$ cat config.mk
export PLATFORM = sky130hd
export DESIGN_NAME = ccs_ctrl
export DESIGN_NICKNAME = d
export VERILOG_FILES = /design/src/design/ccs_pkg.sv /design/src/design/ccs_ctrl.sv
export SDC_FILE = /design/constraint.sdc
export NUM_CORES = 1
export LEC_CHECK = 0
export BUFFER_PORTS_ARGS = -buffer_cell sky130_fd_sc_hd__buf_2
export CAP_MARGIN = 20
export CORE_MARGIN = 8
export CORE_UTILIZATION = 40
export CTS_CLUSTER_SIZE = 8
export DETAILED_ROUTE_END_ITERATION = 10
export PLACE_DENSITY = 0.7
export SYNTH_ARGS = -nofsm -noshare
export SYNTH_HDL_FRONTEND = slang
export SYNTH_SLANG_ARGS = --single-unit
$ cat constraint.sdc
create_clock -name clk -period 2.1 [get_ports clk]
set_input_delay 0.21 -clock clk [delete_from_list [all_inputs] [get_ports clk]]
set_output_delay 0.21 -clock clk [all_outputs]
set_load 0.01 [all_outputs]
$ cat src/design/ccs_pkg.sv
package ccs_pkg;

	// Grid limits
	localparam int MAX_RADIAL_DEF = 64;
	localparam int MAX_AXIAL_DEF  = 64;

	// Configuration port
	localparam int ADDR_W = 3;
	localparam int REG_W  = 7;
	localparam logic REG_RADIAL = 1'b0;
	localparam logic REG_AXIAL  = 1'b1;
	localparam logic [REG_W-1:0] POINTS_RESET = 7'd64;

	// Shared divider widths
	localparam int DIV_NW = 65;
	localparam int DIV_DW = 33;

	// Result status codes
	localparam logic [1:0] STATUS_OK   = 2'd0;
	localparam logic [1:0] STATUS_SAT  = 2'd1;
	localparam logic [1:0] STATUS_ZERO = 2'd2;

	typedef enum logic [1:0] {
		MODE_LOAD_R = 2'd0,
		MODE_LOAD_Z = 2'd1,
		MODE_LOAD_F = 2'd2,
		MODE_QUERY  = 2'd3
	} mode_t;

	typedef enum logic [2:0] {
		OP_DPHIDZ = 3'd0,
		OP_DRDZ   = 3'd1,
		OP_DZDR   = 3'd2,
		OP_DRPHI  = 3'd3,
		OP_CURLZ  = 3'd4
	} div_op_t;

	typedef enum logic [3:0] {
		ST_IDLE,
		ST_CHK,
		ST_A0,
		ST_A1,
		ST_A2,
		ST_A3,
		ST_C3,
		ST_DIFF,
		ST_MUL2,
		ST_NDIFF,
		ST_DGO,
		ST_DWAIT,
		ST_FIN
	} state_t;

	typedef struct packed {
		logic accept;
		logic [1:0] rd_sel;
		logic cap_en;
		logic [1:0] cap_sel;
		logic diff_en;
		logic mul_en;
		logic mul_lo;
		logic zchk_en;
		logic ndiff_en;
		logic div_start;
		div_op_t div_op;
		logic div_store;
		logic fin;
	} cmd_t;

	typedef struct packed {
		logic in_range;
		logic zero_div;
		logic div_done;
	} stat_t;

	// Saturate to 32 bits; top bit flags saturation
	function automatic logic [32:0] sat32(input logic signed [65:0] v);
		logic [32:0] r;
		if (v > 66'sd2147483647) begin
			r = {1'b1, 32'h7FFF_FFFF};
		end else if (v < -66'sd2147483648) begin
			r = {1'b1, 32'h8000_0000};
		end else begin
			r = {1'b0, v[31:0]};
		end
		return r;
	endfunction

endpackage

$ cat src/design/ccs_ctrl.sv
module ccs_ctrl import ccs_pkg::*; (
	input  logic       clk,
	input  logic       arst_n,
	input  logic       start,
	input  logic [1:0] mode,
	input  stat_t      stat,
	output cmd_t       cmd,
	output logic       busy
);

	state_t  state_q, state_d;
	div_op_t op_q;

	// Next state
	always_comb begin
		state_d = state_q;
		case (state_q)
			ST_IDLE:  if (start && mode_t'(mode) == MODE_QUERY) state_d = ST_CHK;
			ST_CHK:   state_d = stat.in_range ? ST_A0 : ST_IDLE;
			ST_A0:    state_d = ST_A1;
			ST_A1:    state_d = ST_A2;
			ST_A2:    state_d = ST_A3;
			ST_A3:    state_d = ST_C3;
			ST_C3:    state_d = ST_DIFF;
			ST_DIFF:  state_d = ST_MUL2;
			ST_MUL2:  state_d = ST_NDIFF;
			ST_NDIFF: state_d = stat.zero_div ? ST_FIN : ST_DGO;
			ST_DGO:   state_d = ST_DWAIT;
			ST_DWAIT: begin
				if (stat.div_done) begin
					state_d = (op_q == OP_CURLZ) ? ST_FIN : ST_DGO;
				end
			end
			ST_FIN:   state_d = ST_IDLE;
			default:  state_d = ST_IDLE;
		endcase
	end

	always_ff @(posedge clk or negedge arst_n) begin
		if (!arst_n) begin
			state_q <= ST_IDLE;
			op_q    <= OP_DPHIDZ;
		end else begin
			state_q <= state_d;
			if (state_q == ST_NDIFF) begin
				op_q <= OP_DPHIDZ;
			end else if (state_q == ST_DWAIT && stat.div_done) begin
				case (op_q)
					OP_DPHIDZ: op_q <= OP_DRDZ;
					OP_DRDZ:   op_q <= OP_DZDR;
					OP_DZDR:   op_q <= OP_DRPHI;
					OP_DRPHI:  op_q <= OP_CURLZ;
					default:   op_q <= OP_DPHIDZ;
				endcase
			end
		end
	end

	// Commands to the datapath
	always_comb begin
		cmd = '0;
		cmd.div_op = op_q;
		case (state_q)
			ST_IDLE: cmd.accept = start;
			ST_A0:   cmd.rd_sel = 2'd0;
			ST_A1: begin
				cmd.rd_sel  = 2'd1;
				cmd.cap_en  = 1'b1;
				cmd.cap_sel = 2'd0;
			end
			ST_A2: begin
				cmd.rd_sel  = 2'd2;
				cmd.cap_en  = 1'b1;
				cmd.cap_sel = 2'd1;
			end
			ST_A3: begin
				cmd.rd_sel  = 2'd3;
				cmd.cap_en  = 1'b1;
				cmd.cap_sel = 2'd2;
			end
			ST_C3: begin
				cmd.cap_en  = 1'b1;
				cmd.cap_sel = 2'd3;
			end
			ST_DIFF: begin
				cmd.diff_en = 1'b1;
				cmd.mul_en  = 1'b1;
			end
			ST_MUL2: begin
				cmd.mul_en  = 1'b1;
				cmd.mul_lo  = 1'b1;
				cmd.zchk_en = 1'b1;
			end
			ST_NDIFF: cmd.ndiff_en  = 1'b1;
			ST_DGO:   cmd.div_start = 1'b1;
			ST_DWAIT: cmd.div_store = stat.div_done;
			ST_FIN:   cmd.fin = 1'b1;
			default:  cmd = '0;
		endcase
	end

	assign busy = (state_q != ST_IDLE);

endmodule

* Yosys cells after proc, flatten, opt, wreduce, memory -nomap -nowiden
Cells that the tools add are included.
** Storage, ports and cells
- Register bits after elaboration :: 7
- Bits of input ports :: 8
- Output and inout port bits :: 18
- Logic and storage cells :: 50
** Cells by class
- Eq/ne operators :: 19
- Mux-type cells :: 20
- Reduce and logical (&&, ||, !) cells :: 9
** Operators with widths (number)
- 4-bit case mux with 12 select lines :: 1
- 3-bit case mux with 4 select lines :: 2
- 4-bit == test, second input constant :: 5
- 4-bit by 3-bit == test with 1-bit output, second input constant :: 4
- 3-bit two-way mux :: 5
- 12-bit OR reduction :: 1
- 4-bit by 2-bit == test with 1-bit output, second input constant :: 2
- 4-bit two-way mux :: 2
- 1-bit two-way mux :: 7
- 3-bit by 2-bit == test with 1-bit output, second input constant :: 2
- 2-bit case mux with 3 select lines :: 1
- 4-bit by 1-bit == test with 1-bit output, second input constant :: 1
- 4-bit zero test :: 1
- 2-bit two-way mux :: 2
- 2-bit != test, second input constant :: 2
- 4-bit nonzero test :: 1
- 3-bit by 1-bit == test with 1-bit output, second input constant :: 1
- 3-bit == test, second input constant :: 1
- 3-bit zero test :: 1
- 2-bit == test, second input constant :: 1
- 1-bit logical AND :: 2
- 2-bit AND reduction :: 1
- 2-bit nonzero test :: 1
- 2-bit OR reduction :: 1

* Longest topological paths before layout
Gate-level depths: netlist (run 1).
- Depth after elaboration :: 4
- Depth in mapped cells :: 7

* Worst setup path before layout (run 1)
No wires, ideal clock.
- Kind :: flip-flop to flip-flop
- Start point :: register state_q[2]
- End point :: register state_q[1]
- Arrival :: 1633 ps
- Required time :: 1969 ps
- Path slack :: 336 ps
- Stages on the path, launching flop included :: 6
- Clock period less this slack :: 1764 ps
- Cell sequence :: dfrtp_1 -> buf_6 -> or4_4 -> o221ai_2 -> nor4_1 -> or3_1
** On the way
- Word-level cells in the longest chain between the ends :: 3
** Ends and longest elaborated chain
- start, declared :: line ccs_ctrl.sv:11 : state_t state_q, state_d;
- start signal, assigned :: line ccs_ctrl.sv:44 : state_q <= state_d;
- 4-bit == test or 4-bit zero test (tied branches) :: line ccs_ctrl.sv:17 : case (state_q)
- 2-bit != test (no source line)
- 2-bit AND reduction (no source line)
Parallel ways exist; a longest one is shown, timed or not.
A chain may end at the register's enable or synchronous reset.

==> results of run 1 <==
## worst min path at each step
stage / start / end / cells past startpoint
floorplan: arst_n / op_q[0]$_DFFE_PN0P_ / 0
global route: stat[1] / state_q[2]$_DFFE_PN0P_ / 3
detailed placement: arst_n / op_q[0]$_DFFE_PN0P_ / 1
finish: stat[1] / state_q[2]$_DFFE_PN0P_ / 3
CTS: stat[1] / state_q[2]$_DFFE_PN0P_ / 3
global placement: arst_n / op_q[0]$_DFFE_PN0P_ / 1
## tightest hold or removal path, stage by stage
cell	delay, ns
sky130_fd_sc_hd__buf_2	0.11
sky130_fd_sc_hd__nand2_1	0.05
sky130_fd_sc_hd__a21oi_1	0.05
## registers in the layout (all words and copies together), names as in the netlist
| name | flops |
|---|---|
| op_q | 3 |
| state_q | 4 |
## routing by layer
| layer | global-route usage (%) | part of all wire (%) |
|---|---|---|
| met4 | 7.98 | 1.3 |
| met2 | 18.6 | 51 |
| met5 | 0 | 0 |
| met3 | 2.48 | 6.3 |
| met1 | 14.6 | 42 |
## cells by family (layout without fill, tap and decap cells)
logic type             count (synthesis)  count (layout)  share of synthesized area (%)
buffers and inverters                 10              36                           9.93
AND/OR/NAND/NOR                       41              41                           39.5
flip-flops                             7               7                           30.9
XOR/XNOR                               2               2                           3.09
AO/OA/AOI/OAI                         14              14                           16.6
## final cells by class
type / count / area share [%]
Tap cell: 15 / 2.60
Inverter: 4 / 2.08
Clock buffer: 4 / 3.65
Sequential cell: 7 / 24.3
Multi-Input combinational cell: 57 / 46.5
Timing Repair Buffer: 28 / 20.8
## Yosys cell counts, types with 2 or more instances
cell type	instances
sky130_fd_sc_hd__nand2_1	5
sky130_fd_sc_hd__nand2b_1	4
sky130_fd_sc_hd__buf_2	3
sky130_fd_sc_hd__o21ai_0	2
sky130_fd_sc_hd__nor3_1	4
sky130_fd_sc_hd__o21bai_1	2
sky130_fd_sc_hd__inv_1	3
sky130_fd_sc_hd__and2_1	3
sky130_fd_sc_hd__a21oi_1	7
sky130_fd_sc_hd__buf_4	2
sky130_fd_sc_hd__dfrtp_1	7
sky130_fd_sc_hd__or3_1	3
sky130_fd_sc_hd__nor2_1	11
sky130_fd_sc_hd__nor2b_1	2
## metrics by stage
stage / setup slack (ns) / hold slack [ns] / instance area, µm² / std cells
2_1_floorplan: 0.336 / -0.0856 / 567 / 74
3_3_place_gp: 0.351 / 0.0549 / 684 / 110
3_5_place_dp: 0.284 / 0.0542 / 684 / 110
4_1_cts: 0.231 / 0.203 / 721 / 115
5_1_grt: 0.0975 / 0.221 / 721 / 115
6_report: 0.221 / 0.213 / 721 / 115
## timing repair
item	CTS	global route
hold endpoints to repair	7	0
hold buffers	1	0
setup buffers	0	0
## where the power goes
| part | total (mW) | internal (mW) | switching (mW) | leakage (nW) |
|---|---|---|---|---|
| registers | 0.288 | 0.185 | 0.102 | 0.0872 |
| logic | 0.548 | 0.261 | 0.287 | 0.268 |
| clock network | 0.120 | 0.0724 | 0.0476 | 0.0150 |
| total | 0.955 | 0.519 | 0.437 | 0.370 |
==> flow_summary.toml, run 1 <==
[outcome]
status = "finished, final reports clean"

[critical_path]
worstReg2RegStart = "state_q[2]$_DFFE_PN0P_"
r2r_end = "state_q[1]$_DFFE_PN0P_"
slowest_delay_ns = 0.53
cp.buffers_inverters = 2
setup.worst_path.end_class = "output pin"
cp_data_arrival_time_ns = 1.67
worstSetupStartpointType = "flip-flop"
critical_path.max_fanout = 11
worst_path_max_delay_cell = "sky130_fd_sc_hd__dfrtp_1"
critical_path_required_ns = 1.89
path_delay_family = "simple AND/OR/NAND/NOR gates"
timing.critical_path.cells = "nand2_2 -> or3_1 -> inv_2 -> buf_2"
worst-r2r-setup-slack_ns = 0.28
worstRegToRegCells = 4
crit_start = "state_q[0]$_DFFE_PN0P_"
critical_path_depth = 4
crit_type = "flip-flop to output pin"
worstSetupEndpoint = "cmd[1]"

[die]
core_area_mm2 = 0.00132
die_area_mm2 = 0.00288
floorplan.io_pins = 26
initial_core_util_pct = 43.0
die_y_um = 53.6
die_w_um = 53.6
core.rowCount = 13

[grt]
grt_first_pass_wirelength_mm = 2.64
grt_util_all_layers_pct = 12.0
antenna_found_initial = 0
gr-total-overflow = 0
largest_net_degree_at_the_start_of_global_routing = 12
first_global_vias = 630

[power]
total_power_mw = 0.955
ir_drop_mv = 0.596
static-leakage-power_nw = 0.370
power_density_mw_per_mm2 = 1330

[logic_synthesis]
synth_fp_nets = 82
ys_seq_area_share_pct = 30.9
synth_cell_type_count = 30
post_synth_main_area_contributors = "sky130_fd_sc_hd__dfrtp_1, sky130_fd_sc_hd__nor2_1, sky130_fd_sc_hd__a21oi_1"
yosys.area.top_type = "sky130_fd_sc_hd__dfrtp_1"
number_of_standard_cells_after_synthesis = 74
ys_ff_latch = 7
yosysTopAreaCellShare_pct = 30.9
syn_area_um2 = 567
synth.avg_cell_area_um2 = 7.66
synthesis.yosys.warnings = 0
synth-main-ff-cell = "sky130_fd_sc_hd__dfrtp_1"
synth-edff-count = 0
postSynth.asyncResetShare_pct = 100

[placement]
port-buffer-count = 25
finalWeightedCongestion = 0.828
dpl.hpwl_mm = 1.21

[timing]
final_hold_vios = 0
report.final.slew_viol_count = 0
maxClockFrequency_mhz = 532
fin_setup_tns_ns = 0
grt_setup_unrepaired = "no"
max-slew-margin-rel_pct = 78.0
tightestPinTransition_ns = 0.329
post-route-min-period_ns = 1.88
total_of_endpoints_with_negative_setup_slack_in_the_final_report = 0
layout_worst_path_cycle_share_pct = 89.5
fin_skew_ns = 0.00206

[cells_and_area]
layout-drive-gt1-share_pct = 35.0
postLayoutCoreUtil_pct = 54.7
antenna_cells = 0
fill_cells = 157
final_common_cell = "sky130_fd_sc_hd__buf_2"
final_cell_mix = "sky130_fd_sc_hd__buf_2, sky130_fd_sc_hd__nor2_1, sky130_fd_sc_hd__a21oi_1, sky130_fd_sc_hd__dfrtp_1, sky130_fd_sc_hd__nand2_1"
footprint_of_the_multi_input_gates_um2 = 335
syn_to_final_growth_pct = 27.2
finalNetCount = 109
register_area_um2 = 175

[route]
remaining_drc_errors = 0
routedWlPerCell_um = 13.4
drt_iter0_markers = 8
drtPass1Iterations = 4
vias_per_cell = 5.37
route.final.wire_length_mm = 1.55
via_count = 618
antenna_left = 0

[clocking]
worst_setup_hold_path_clk_slew_ns = 0.05
cts_root_buffer = "sky130_fd_sc_hd__clkbuf_4"
post_cts_resize_count = 0
cts_tree = "done"
cts.path.max_buffers = 2
cts_htree_levels = 1
cts_bufs_inserted = 3
clk_latency_ns = 0.25
numClockSinks = 7

[run]
drv.max_cap_violation_count = 0

[worst_hold_path]
worst_hold_path_type = "input pin to flip-flop"
(Power assumes the default switching activity.)
==> run 2, diff against run 1 <==
==> constraint.sdc (replaced) <==
create_clock -name clk -period 2 [get_ports clk]
set_input_delay 0.2 -clock clk [delete_from_list [all_inputs] [get_ports clk]]
set_output_delay 0.2 -clock clk [all_outputs]
set_load 0.01 [all_outputs]
==> run 2 against run 1 <==
  * Die area is the same
  * Critical path depth is the same
  * Flip-flop and latch count stayed put
  * Non-clock buffer count is 1 higher
  * Routed wire length grew 6.8%
  * Hold slack lost 0.0029 ns
  * Sequential share of layout area fell by 0.29 points
  * Power grew 8.9%
  * Clock skew about the same
  * Clock power up 10%
  * Register-to-register slack got worse by 0.12 ns
  * Global-route usage grew 0.54 points
  * Largest cell class unchanged
==> flow_summary.toml, run 2 (synthesis gave the netlist of run 1 again) <==
[timing]
final_hold_vios = 0
total_of_endpoints_with_negative_setup_slack_in_the_final_report = 0
grt_setup_unrepaired = "no"
tightestPinTransition_ns = 0.352
layout_worst_path_cycle_share_pct = 94.2
report.final.slew_viol_count = 0
fin_skew_ns = 0.00244
setup_slack_ns = 0.116
max-slew-margin-rel_pct = 76.4
fin_setup_tns_ns = 0
post-route-min-period_ns = 1.88
maxClockFrequency_mhz = 531

[critical_path]
worstSetupStartpointType = "flip-flop"
cp_data_arrival_time_ns = 1.68
timing.critical_path.cells = "nand2_2 -> or3_1 -> inv_2 -> buf_2"
critical_path.max_fanout = 10
crit_type = "flip-flop to output pin"
setup.worst_path.end_class = "output pin"
worst_path_max_delay_cell = "sky130_fd_sc_hd__dfrtp_1"
slowest_delay_ns = 0.54
critical_path_required_ns = 1.80
worstRegToRegCells = 4

[placement]
dpl.hpwl_mm = 1.26
numPlacedInstances = 111
pre_cts_ws_ns = 0.193
port-buffer-count = 25
finalWeightedCongestion = 0.904

[grt]
grt.met1_usage_pct = 12.7
gr-total-overflow = 0
largest_net_degree_at_the_start_of_global_routing = 11
gr-max-usage-layer = "met2"
grt_util_all_layers_pct = 12.5
globalRouteMet2Util_pct = 21.7
grt_first_pass_wirelength_mm = 2.73
global_routing_usage_on_met3_pct = 3.31
first_global_vias = 649
antenna_found_initial = 0

[power]
static-leakage-power_nw = 0.377
power_density_mw_per_mm2 = 1430
ir_drop_mv = 0.619

[cells_and_area]
largest_register_ffs = 4
syn_to_final_growth_pct = 28.7
antenna_cells = 0
biggestRegsByFlops = "state_q (4), op_q (3)"
final_common_cell = "sky130_fd_sc_hd__buf_2"
fill_cells = 147
layout-drive-gt1-share_pct = 36.6
final_cell_mix = "sky130_fd_sc_hd__buf_2, sky130_fd_sc_hd__nor2_1, sky130_fd_sc_hd__a21oi_1, sky130_fd_sc_hd__dfrtp_1, sky130_fd_sc_hd__nand2_1"
finalNetCount = 110
largest-register = "state_q"
layout.cells.non_filler = 116

[clocking]
cts.path.max_buffers = 2
post_cts.repair.setup_buffers = 0
numClockSinks = 7
clk_latency_ns = 0.25
cts_tree = "done"
cts_root_buffer = "sky130_fd_sc_hd__clkbuf_4"
worst_setup_hold_path_clk_slew_ns = 0.06
cts_bufs_inserted = 3
cts_htree_levels = 1
post_cts_resize_count = 0

[die]
die_w_um = 53.6
core.rowCount = 13
core_area_mm2 = 0.00132
floorplan.io_pins = 26
die_y_um = 53.6
initial_core_util_pct = 43.0
die_area_mm2 = 0.00288

[route]
drtPass1Iterations = 4
remaining_drc_errors = 0
vias_per_cell = 5.43
route.final.wire_length_mm = 1.65
antenna_left = 0
routedWlPerCell_um = 14.2
drt_iter0_markers = 18
via_count = 630

[worst_hold_path]
timing.hold.worst_path_depth = 3
worst_hold_path_type = "input pin to flip-flop"

[run]
drv.max_cap_violation_count = 0

[outcome]
status = "finished, final reports clean"
==> run 2: layout make-up <==
class,count,area [µm²],area share (%)
multi-input combinational,57,335,46.0
sequential,7,175,24.0
timing repair buffer,29,158,21.6
clock buffer,3,22.5,3.09
tap,15,18.8,2.57
inverter,4,15.0,2.06
clock inverter,1,5.00,0.686
==> run 2: repair_timing <==
action / 4_1_cts / 5_1_grt
hold endpoints to repair: 7 / 0
hold buffers: 1 / 0
endpoints found under the setup margin: 0 / 0
==> run 2: worst max-delay path: cells and delay by family (launching register included) <==
family / cells / cell delay [ns]
buffers and inverters: 2 / 0.23
flip-flops: 1 / 0.54
AND/OR/NAND/NOR: 2 / 0.65
==> run 2: final timing paths <==
path / end / slack (ns) / from
hold / removal: state_q[2]$_DFFE_PN0P_ / 0.21 / stat[1]
setup / recovery: cmd[1] / 0.12 / state_q[1]$_DFFE_PN0P_
max in group asynchronous: state_q[2]$_DFFE_PN0P_ / 1.53 / arst_n
setup reg to reg: state_q[1]$_DFFE_PN0P_ / 0.16 / state_q[2]$_DFFE_PN0P_
hold reg to reg: op_q[1]$_DFFE_PN0P_ / 0.61 / op_q[2]$_DFFE_PN0P_
min in group asynchronous: op_q[0]$_DFFE_PN0P_ / 0.31 / arst_n
==> run 2: per-stage QoR <==
| stage | util, % | power, mW | cell area (µm²) | hold slack [ns] |
|---|---|---|---|---|
| 2_1_floorplan | - | 0.714 | 567 | -0.0956 |
| 3_5_place_dp | 52.5 | 0.910 | 692 | 0.0440 |
| 5_1_grt | 55.4 | 1.13 | 729 | 0.197 |
| 3_3_place_gp | 52.5 | 0.896 | 692 | 0.0395 |
| 4_1_cts | 55.4 | 1.05 | 729 | 0.197 |
| 6_report | 55.4 | 1.04 | 729 | 0.210 |
==> run 2: where the power goes <==
part           leakage, nW  internal, mW  total (mW)  switching, mW
Combinational        0.273         0.287       0.627          0.340
Clock               0.0177        0.0734       0.132         0.0584
Sequential          0.0872         0.195       0.281         0.0866
==> run 2: layer usage <==
layer / part of all wire [%] / vias up
li1: - / 304
met4: 1.2 / 0
met2: 51 / 29
met1: 39 / 295
met5: 0 / -
met3: 8.3 / 2
